## config.mk

```make
export PLATFORM = sky130hd
export DESIGN_NAME = i2c_byte_master_engine
export DESIGN_NICKNAME = d
export VERILOG_FILES = /design/src/design/ibme_pkg.sv /design/src/design/ibme_in_reg.sv /design/src/design/ibme_engine.sv /design/src/design/ibme_out_reg.sv /design/src/design/i2c_byte_master_engine.sv
export SDC_FILE = /design/constraint.sdc
export NUM_CORES = 1
export LEC_CHECK = 0
export ABC_CLOCK_PERIOD_IN_PS = 3300
export BUFFER_PORTS_ARGS = -buffer_cell sky130_fd_sc_hd__buf_4
export CAP_MARGIN = 5
export CELL_PAD_IN_SITES_DETAIL_PLACEMENT = 1
export CELL_PAD_IN_SITES_GLOBAL_PLACEMENT = 1
export CORE_UTILIZATION = 40
export DETAILED_ROUTE_END_ITERATION = 10
export PLACE_DENSITY = 0.84
export SYNTH_ARGS = -nofsm -noshare
export SYNTH_HDL_FRONTEND = slang
export SYNTH_SLANG_ARGS = --single-unit
export TNS_END_PERCENT = 1
```

## constraint.sdc

```tcl
create_clock -name clk -period 3.3 [get_ports clk]
set_input_delay 0.165 -clock clk [delete_from_list [all_inputs] [get_ports clk]]
set_output_delay 0.165 -clock clk [all_outputs]
set_load 0.005 [all_outputs]
```

## src/design/ibme_pkg.sv

```systemverilog
package ibme_pkg;

  localparam int DELAY_WIDTH_DEF = 16;
  localparam int QUARTER_WIDTH   = 16;
  localparam logic [QUARTER_WIDTH-1:0] QUARTER_RESET = 16'd100;

  localparam int BYTE_BITS = 8;
  localparam int BIT_CNT_W = 4;
  localparam logic [BIT_CNT_W-1:0] LAST_BIT = 4'd7;

  // command codes
  localparam logic [2:0] OP_START     = 3'd0;
  localparam logic [2:0] OP_STOP      = 3'd1;
  localparam logic [2:0] OP_WRITE     = 3'd2;
  localparam logic [2:0] OP_READ_ACK  = 3'd3;
  localparam logic [2:0] OP_READ_NACK = 3'd4;

  typedef enum logic [15:0] {
    PH_IDLE = 16'b0000_0000_0000_0001,
    PH_ST_A = 16'b0000_0000_0000_0010,
    PH_ST_B = 16'b0000_0000_0000_0100,
    PH_ST_C = 16'b0000_0000_0000_1000,
    PH_SP_A = 16'b0000_0000_0001_0000,
    PH_WR_D = 16'b0000_0000_0010_0000,
    PH_WR_H = 16'b0000_0000_0100_0000,
    PH_WR_L = 16'b0000_0000_1000_0000,
    PH_AK_R = 16'b0000_0001_0000_0000,
    PH_AK_H = 16'b0000_0010_0000_0000,
    PH_AK_L = 16'b0000_0100_0000_0000,
    PH_RD_H = 16'b0000_1000_0000_0000,
    PH_RD_L = 16'b0001_0000_0000_0000,
    PH_RA_R = 16'b0010_0000_0000_0000,
    PH_RA_H = 16'b0100_0000_0000_0000,
    PH_RA_L = 16'b1000_0000_0000_0000
  } ibme_phase_t;

  typedef struct packed {
    logic                 cmd_valid;
    logic [2:0]           operation;
    logic [BYTE_BITS-1:0] cmd_byte;
    logic                 sda_in;
  } ibme_item_t;

  typedef struct packed {
    logic                 scl_level;
    logic                 sda_level;
    logic                 ready_res;
    logic                 done_res;
    logic [BYTE_BITS-1:0] read_data;
    logic                 ack_missing;
  } ibme_res_t;

endpackage

```

## src/design/ibme_in_reg.sv

```systemverilog
module ibme_in_reg import ibme_pkg::*; (
  input  logic       clk,
  input  logic       rst_n,
  input  logic       load,
  input  logic       step,
  input  ibme_item_t item_in,
  output logic       valid,
  output ibme_item_t item_out
);

  logic       valid_r;
  ibme_item_t item_r;

  always_ff @(posedge clk) begin
    if (!rst_n) begin
      valid_r <= 1'b0;
    end else if (load) begin
      valid_r <= 1'b1;
    end else if (step) begin
      valid_r <= 1'b0;
    end
  end

  always_ff @(posedge clk) begin
    if (load) begin
      item_r <= item_in;
    end
  end

  assign valid    = valid_r;
  assign item_out = item_r;

endmodule

```

## src/design/ibme_engine.sv

```systemverilog
module ibme_engine import ibme_pkg::*; #(
  parameter int DELAY_WIDTH = DELAY_WIDTH_DEF
) (
  input  logic                     clk,
  input  logic                     rst_n,
  input  logic                     step_en,
  input  ibme_item_t               item,
  input  logic [QUARTER_WIDTH-1:0] quarter_ticks,
  output ibme_res_t                res
);

  ibme_phase_t          phase_r, phase_nxt;
  logic [2:0]           act_cmd_r, act_cmd_nxt;
  logic [BIT_CNT_W-1:0] bit_cnt_r, bit_cnt_nxt;
  logic [BIT_CNT_W-1:0] bit_inc;
  logic [DELAY_WIDTH-1:0] delay_r, delay_nxt;
  logic [BYTE_BITS-1:0] shift_r, shift_nxt;
  logic [BYTE_BITS-1:0] rd_latch_r, rd_latch_nxt;
  logic                 scl_r, scl_nxt;
  logic                 sda_r, sda_nxt;
  logic                 ack_r, ack_nxt;
  logic                 done;

  // delay reload: masked to the counter width, zero counts as one tick
  logic [QUARTER_WIDTH+DELAY_WIDTH-1:0] q_ext;
  logic [DELAY_WIDTH-1:0]               q_mask;
  logic [DELAY_WIDTH-1:0]               reload;

  assign q_ext   = {{DELAY_WIDTH{1'b0}}, quarter_ticks};
  assign q_mask  = q_ext[DELAY_WIDTH-1:0];
  assign reload  = (q_mask == '0) ? '0 : q_mask - 1'b1;
  assign bit_inc = bit_cnt_r + 1'b1;

  always_comb begin
    phase_nxt    = phase_r;
    act_cmd_nxt  = act_cmd_r;
    bit_cnt_nxt  = bit_cnt_r;
    delay_nxt    = delay_r;
    shift_nxt    = shift_r;
    rd_latch_nxt = rd_latch_r;
    scl_nxt      = scl_r;
    sda_nxt      = sda_r;
    ack_nxt      = ack_r;
    done         = 1'b0;
    if (step_en) begin
      if (phase_r == PH_IDLE) begin
        if (item.cmd_valid && item.operation <= OP_READ_NACK) begin
          act_cmd_nxt = item.operation;
          bit_cnt_nxt = '0;
          delay_nxt   = reload;
          case (item.operation)
            OP_START: begin
              sda_nxt = 1'b1; scl_nxt = 1'b1; phase_nxt = PH_ST_A;
            end
            OP_STOP: begin
              sda_nxt = 1'b0; scl_nxt = 1'b1; phase_nxt = PH_SP_A;
            end
            OP_WRITE: begin
              shift_nxt = item.cmd_byte;
              sda_nxt   = item.cmd_byte[BYTE_BITS-1];
              phase_nxt = PH_WR_D;
            end
            default: begin
              shift_nxt = '0;
              sda_nxt = 1'b1; scl_nxt = 1'b1; phase_nxt = PH_RD_H;
            end
          endcase
        end
      end else if (delay_r != '0) begin
        delay_nxt = delay_r - 1'b1;
      end else begin
        delay_nxt = reload;
        case (phase_r)
          PH_ST_A: begin sda_nxt = 1'b0; phase_nxt = PH_ST_B; end
          PH_ST_B: begin scl_nxt = 1'b0; phase_nxt = PH_ST_C; end
          PH_ST_C: begin phase_nxt = PH_IDLE; delay_nxt = '0; done = 1'b1; end
          PH_SP_A: begin
            sda_nxt = 1'b1; phase_nxt = PH_IDLE; delay_nxt = '0; done = 1'b1;
          end
          PH_WR_D: begin scl_nxt = 1'b1; phase_nxt = PH_WR_H; end
          PH_WR_H: begin
            scl_nxt = 1'b0;
            if (bit_cnt_r == LAST_BIT) begin
              sda_nxt = 1'b1;
            end
            shift_nxt = {shift_r[BYTE_BITS-2:0], 1'b0};
            phase_nxt = PH_WR_L;
          end
          PH_WR_L: begin
            bit_cnt_nxt = bit_inc;
            if (!bit_inc[BIT_CNT_W-1]) begin
              sda_nxt   = shift_r[BYTE_BITS-1];
              phase_nxt = PH_WR_D;
            end else begin
              sda_nxt   = 1'b1;
              phase_nxt = PH_AK_R;
            end
          end
          PH_AK_R: begin scl_nxt = 1'b1; phase_nxt = PH_AK_H; end
          PH_AK_H: begin
            ack_nxt = item.sda_in; scl_nxt = 1'b0; phase_nxt = PH_AK_L;
          end
          PH_AK_L: begin phase_nxt = PH_IDLE; delay_nxt = '0; done = 1'b1; end
          PH_RD_H: begin
            shift_nxt = {shift_r[BYTE_BITS-2:0], item.sda_in};
            scl_nxt   = 1'b0;
            phase_nxt = PH_RD_L;
          end
          PH_RD_L: begin
            bit_cnt_nxt = bit_inc;
            if (!bit_inc[BIT_CNT_W-1]) begin
              scl_nxt   = 1'b1;
              phase_nxt = PH_RD_H;
            end else begin
              rd_latch_nxt = shift_r;
              sda_nxt      = (act_cmd_r == OP_READ_ACK) ? 1'b0 : 1'b1;
              phase_nxt    = PH_RA_R;
            end
          end
          PH_RA_R: begin scl_nxt = 1'b1; phase_nxt = PH_RA_H; end
          PH_RA_H: begin scl_nxt = 1'b0; phase_nxt = PH_RA_L; end
          default: begin
            // end of the read acknowledge slot: release sda after an ack
            if (act_cmd_r == OP_READ_ACK) begin
              sda_nxt = 1'b1;
            end
            phase_nxt = PH_IDLE;
            delay_nxt = '0;
            done      = 1'b1;
          end
        endcase
      end
    end
  end

  always_ff @(posedge clk) begin
    if (!rst_n) begin
      phase_r    <= PH_IDLE;
      act_cmd_r  <= '0;
      bit_cnt_r  <= '0;
      delay_r    <= '0;
      shift_r    <= '0;
      rd_latch_r <= '0;
      scl_r      <= 1'b1;
      sda_r      <= 1'b1;
      ack_r      <= 1'b0;
    end else begin
      phase_r    <= phase_nxt;
      act_cmd_r  <= act_cmd_nxt;
      bit_cnt_r  <= bit_cnt_nxt;
      delay_r    <= delay_nxt;
      shift_r    <= shift_nxt;
      rd_latch_r <= rd_latch_nxt;
      scl_r      <= scl_nxt;
      sda_r      <= sda_nxt;
      ack_r      <= ack_nxt;
    end
  end

  always_comb begin
    res.scl_level   = scl_nxt;
    res.sda_level   = sda_nxt;
    res.ready_res   = (phase_nxt == PH_IDLE);
    res.done_res    = done;
    res.read_data   = rd_latch_nxt;
    res.ack_missing = ack_nxt;
  end

  a_idle_no_delay: assert property (@(posedge clk) disable iff (!rst_n)
    phase_r == PH_IDLE |-> delay_r == '0)
    else $error("delay counter running while idle");

  a_done_to_idle: assert property (@(posedge clk) disable iff (!rst_n)
    step_en && done |=> phase_r == PH_IDLE)
    else $error("done without returning to idle");

  a_bit_cnt_range: assert property (@(posedge clk) disable iff (!rst_n)
    bit_cnt_r <= 4'd8)
    else $error("bit counter past byte length");

  a_hold_no_step: assert property (@(posedge clk) disable iff (!rst_n)
    !step_en |=> $stable(phase_r) && $stable(delay_r))
    else $error("state moved without a tick");

endmodule

```

## src/design/ibme_out_reg.sv

```systemverilog
module ibme_out_reg import ibme_pkg::*; (
  input  logic      clk,
  input  logic      rst_n,
  input  logic      load,
  input  logic      taken,
  input  ibme_res_t res_in,
  output logic      valid,
  output ibme_res_t res_out
);

  logic      valid_r;
  ibme_res_t res_r;

  always_ff @(posedge clk) begin
    if (!rst_n) begin
      valid_r <= 1'b0;
    end else if (load) begin
      valid_r <= 1'b1;
    end else if (taken) begin
      valid_r <= 1'b0;
    end
  end

  always_ff @(posedge clk) begin
    if (load) begin
      res_r <= res_in;
    end
  end

  assign valid   = valid_r;
  assign res_out = res_r;

endmodule

```

## src/design/i2c_byte_master_engine.sv

```systemverilog
// i2c master bit engine, one input word per bus timing tick
// an accepted input word passes the input register, then the result register, to its result word
// throughput: one word per cycle unless out_tready stalls; both streams may run every cycle
// the engine state advances once per accepted word; delays are counted in words
// reset (rst_n low, synchronous): idle, scl and sda released, read byte and ack flag 0,
// delay register back to 100, both word registers empty
module i2c_byte_master_engine import ibme_pkg::*; #(
  parameter int DELAY_WIDTH = DELAY_WIDTH_DEF
) (
  input  logic        clk,
  input  logic        rst_n,
  // command and sda sample words
  input  logic        in_tvalid,
  output logic        in_tready,
  input  logic [15:0] in_tdata,   // [0] cmd_valid, [8:1] cmd_byte, [9] sda_in, rest zero
  input  logic [2:0]  in_tuser,   // [2:0] operation
  // bus drive and status words
  output logic        out_tvalid,
  input  logic        out_tready,
  output logic [15:0] out_tdata,  // [0] scl_level, [1] sda_level, [2] ready_res,
                                  // [3] done_res, [11:4] read_data, [12] ack_missing
  // delay register write
  input  logic        cfg_valid,
  output logic        cfg_ready,
  input  logic [15:0] cfg_data
);

  logic [QUARTER_WIDTH-1:0] quarter_r;
  ibme_item_t in_item, s1_item;
  ibme_res_t  eng_res, out_res;
  logic       s1_valid;
  logic       step;
  logic       in_fire;

  // delay register, the user writes it only while the stream is drained; the block does not enforce it
  assign cfg_ready = 1'b1;

  always_ff @(posedge clk) begin
    if (!rst_n) begin
      quarter_r <= QUARTER_RESET;
    end else if (cfg_valid) begin
      quarter_r <= cfg_data;
    end
  end

  // unpack the input word
  always_comb begin
    in_item.cmd_valid = in_tdata[0];
    in_item.cmd_byte  = in_tdata[8:1];
    in_item.sda_in    = in_tdata[9];
    in_item.operation = in_tuser;
  end

  // a tick runs when the held word exists and the result slot is free or draining
  assign step      = s1_valid && (!out_tvalid || out_tready);
  assign in_tready = !s1_valid || step;
  assign in_fire   = in_tvalid && in_tready;

  ibme_in_reg u_in_reg (
    .clk      (clk),
    .rst_n    (rst_n),
    .load     (in_fire),
    .step     (step),
    .item_in  (in_item),
    .valid    (s1_valid),
    .item_out (s1_item)
  );

  ibme_engine #(
    .DELAY_WIDTH (DELAY_WIDTH)
  ) u_engine (
    .clk           (clk),
    .rst_n         (rst_n),
    .step_en       (step),
    .item          (s1_item),
    .quarter_ticks (quarter_r),
    .res           (eng_res)
  );

  ibme_out_reg u_out_reg (
    .clk     (clk),
    .rst_n   (rst_n),
    .load    (step),
    .taken   (out_tready),
    .res_in  (eng_res),
    .valid   (out_tvalid),
    .res_out (out_res)
  );

  // pack the result word
  assign out_tdata = {3'b000, out_res.ack_missing, out_res.read_data, out_res.done_res,
                      out_res.ready_res, out_res.sda_level, out_res.scl_level};

  a_stall_only_when_full: assert property (@(posedge clk) disable iff (!rst_n)
    !in_tready |-> out_tvalid && !out_tready)
    else $error("input stalled with a free result slot");

  a_step_fills_out: assert property (@(posedge clk) disable iff (!rst_n)
    step |=> out_tvalid)
    else $error("tick produced no result word");

  a_held_word_steps: assert property (@(posedge clk) disable iff (!rst_n)
    s1_valid && out_tready |-> step)
    else $error("held word not processed while output drains");

endmodule

```

==> reports/results.ini <==
[synthesis]
synth_seq_area_share=0.418
avgSynthCellArea_um2=9.21
ys_warn_count=0
mappedNetlistArea_um2=5510
synth_edf_count=26
synth_seq_cells=102
async_flop_share=0
synth_cells=598
ys_types=68
synth_flop_cell=dfxtp_1

[floorplan]
core-area_um2=13300
die_area_um2=14200
io_pins=59
die_y_um=119
row_count=42
start_util=0.413
chipWidth_um=119

[clocking]
cts-root-buf=clkbuf_16
cts_tree=yes
cts_max_path_buffers=2
insertion_delay_ns=0.36
htree_levels=3
clk_pin_slew_ns=0.07
ctsResizeCount=0
cts.sinks=102
numCtsBuffers=9

[timing]
finalMaxSlewViolations=0
finalCriticalPeriod_ns=3.16
clock_skew_ns=0.0114
hold_viol=0
fin_setup_tns_ns=0
fmax_mhz=317
rsz0062_at_grt=no
max-slew-margin-rel=0.486
hold_ws_ns=0.0261
setup_viol=0
period_share=0.956
fin_ws_ns=0.145
tightest_slew_ns=0.765

[setup_path]
worstReg2RegEnd=u_out_reg.res_out[10]$_DFFE_PP_
r2r_cells=7
crit_type=reg2reg
worstPathArrival_ns=3.27
rr_startpoint=u_engine.phase_r[6]$_SDFF_PN0_
crit_fanout=8
crit_path_end_kind=register
cp.required_ns=3.42
reg2reg_slack_ns=0.14
startpoint_type=register

[final_layout]
instances_no_fill=840
seq_area_um2=2300
multi_input_area_um2=3010
final_common_cell=dfxtp_1
mostFrequentLayoutCells=dfxtp_1 (76), buf_4 (69), nand2_1 (53), nor2_1 (33), nor2b_1 (32)
nNetsFinal=702
final_util=0.490
drive_gt1_frac=0.175
syn2layout_area_growth_pct=18.6
n_fill_cell=1564

[route]
vias=4992
antenna_left=0
post-route-drc-count=0
routed_wl_um=17200
drt-initial-drc-count=320
wl_per_cell_um=20.5
avgViaCountPerCell=5.94
drt-pass1-iter-count=5

[power]
ir_drop_mv=0.241
total_leakage_power_nw=2.48
power_density_nw_per_um2=463

[run]
max_cap_violations=0

[worst_hold_path]
holdPathStages=3
worstHoldEndpoint=quarter_r[6]$_SDFFE_PN1P_
min_from=cfg_data[6]
hp-class=in2reg

[grt]
grt_pass1_wl_um=28100
antenna_found_initial=1
grt_pass1_vias=5274
gr-total-overflow=0
grt_usage=0.253
grt_max_degree=77

[placed_design]
dpl.cell_count=810
dp_hpwl_um=11400
port_buffers=48
post-place-ws_ns=0.278
gp_congestion=0.982

[status]
status=finished, final reports clean

state kept, by name, indices dropped and copies added, names as in the netlist, 3 cells and up:
| register | flops |
|---|---|
| u_engine.shift_r | 8 |
| u_engine.phase_r | 16 |
| u_engine.rd_latch_r | 8 |
| u_engine.act_cmd_r | 3 |
| u_engine.delay_r | 16 |
| u_out_reg.res_out | 13 |
| u_in_reg.item_out | 13 |
| u_engine.bit_cnt_r | 4 |
| quarter_r | 16 |
worst max path at each step:
stage / to / cells past startpoint / slack [ns] / from
final: u_out_reg.res_out[10]$_DFFE_PP_ / 7 / 0.14 / u_engine.phase_r[6]$_SDFF_PN0_
after global routing: u_engine.delay_r[11]$_SDFFE_PN0P_ / 7 / 0.005 / u_engine.phase_r[6]$_SDFF_PN0_
after CTS: u_out_reg.res_out[10]$_DFFE_PP_ / 7 / 0.22 / u_engine.phase_r[6]$_SDFF_PN0_
after detailed placement: u_out_reg.res_out[10]$_DFFE_PP_ / 7 / 0.28 / u_engine.phase_r[6]$_SDFF_PN0_
after global placement: u_out_reg.res_out[10]$_DFFE_PP_ / 7 / 0.33 / u_engine.phase_r[6]$_SDFF_PN0_
after floorplan: u_out_reg.res_out[11]$_DFFE_PP_ / 8 / 0.68 / u_engine.phase_r[0]$_SDFF_PN1_
critical path, stage by stage (launching register included):
cell and delay (ns):
dfxtp_1 0.39, nor4_2 0.73, nand4_1 0.48, nor4_1 0.63, nor2b_1 0.21, a211oi_1 0.08
and3_1 0.22, and3_1 0.17
what timing repair did:
item | CTS | global route
hold buffers | 13 | 0
hold endpoints to repair | 13 | 0
setup buffers | 0 | 0
Yosys cell counts, drive strengths merged, types with 14 or more instances:
master	count	area share
nor4	24	0.035
nor2b	32	0.036
xnor2	14	0.022
o21ai	28	0.026
mux2i	23	0.042
a21boi	17	0.025
nand3	22	0.020
and2	18	0.020
nor3	16	0.015
dfxtp	76	0.28
nand2	53	0.036
edfxtp	26	0.14
nor2	35	0.028
clkbuf	26	0.018
a21oi	14	0.013
stage by stage:
step,power [mW],cell area [um2]
final,3.03,6540
after global routing,3.12,6540
after CTS,3.02,6530
after detailed placement,1.90,6100
after global placement,1.88,6100
after floorplan,1.73,5520
metal layers:
| metal | share of wire | routed length, um | global-route usage |
|---|---|---|---|
| met4 | 0.042 | 731 | 0.134 |
| met3 | 0.053 | 911 | 0.0460 |
| met1 | 0.42 | 7250 | 0.316 |
| met5 | 0 | 0 | 0 |
| met2 | 0.48 | 8330 | 0.416 |
logic make-up (layout without fill, tap and decap cells):
group / after synthesis / count (layout) / synth area share
AO/OA/AOI/OAI: 117 / 117 / 0.151
XOR/XNOR: 25 / 25 / 0.0397
adder cells (fa/ha/maj): 4 / 4 / 0.00908
buffers and inverters: 47 / 110 / 0.0370
flip-flops: 102 / 102 / 0.418
multiplexers: 32 / 32 / 0.0602
other: 2 / 5 / 0.00136
AND/OR/NAND/NOR: 269 / 269 / 0.284
cell type report:
cell class | instances | area share
clock inverters | 7 | 0.0124
well taps | 176 | 0.0337
repair buffers | 82 | 0.0992
clock buffers | 9 | 0.0345
flip-flops and latches | 102 | 0.352
inverters | 12 | 0.00689
multi-input cells | 451 | 0.461
diodes | 1 | 0.000383
power by group:
part	total, mW	leakage [nW]	switching (mW)	internal (mW)
clock	1.12	0.148	0.520	0.601
combinational	0.530	1.47	0.311	0.219
sequential	1.38	0.856	0.0491	1.33
total	3.03	2.48	0.880	2.15
Power figures use the tool's default switching activity.
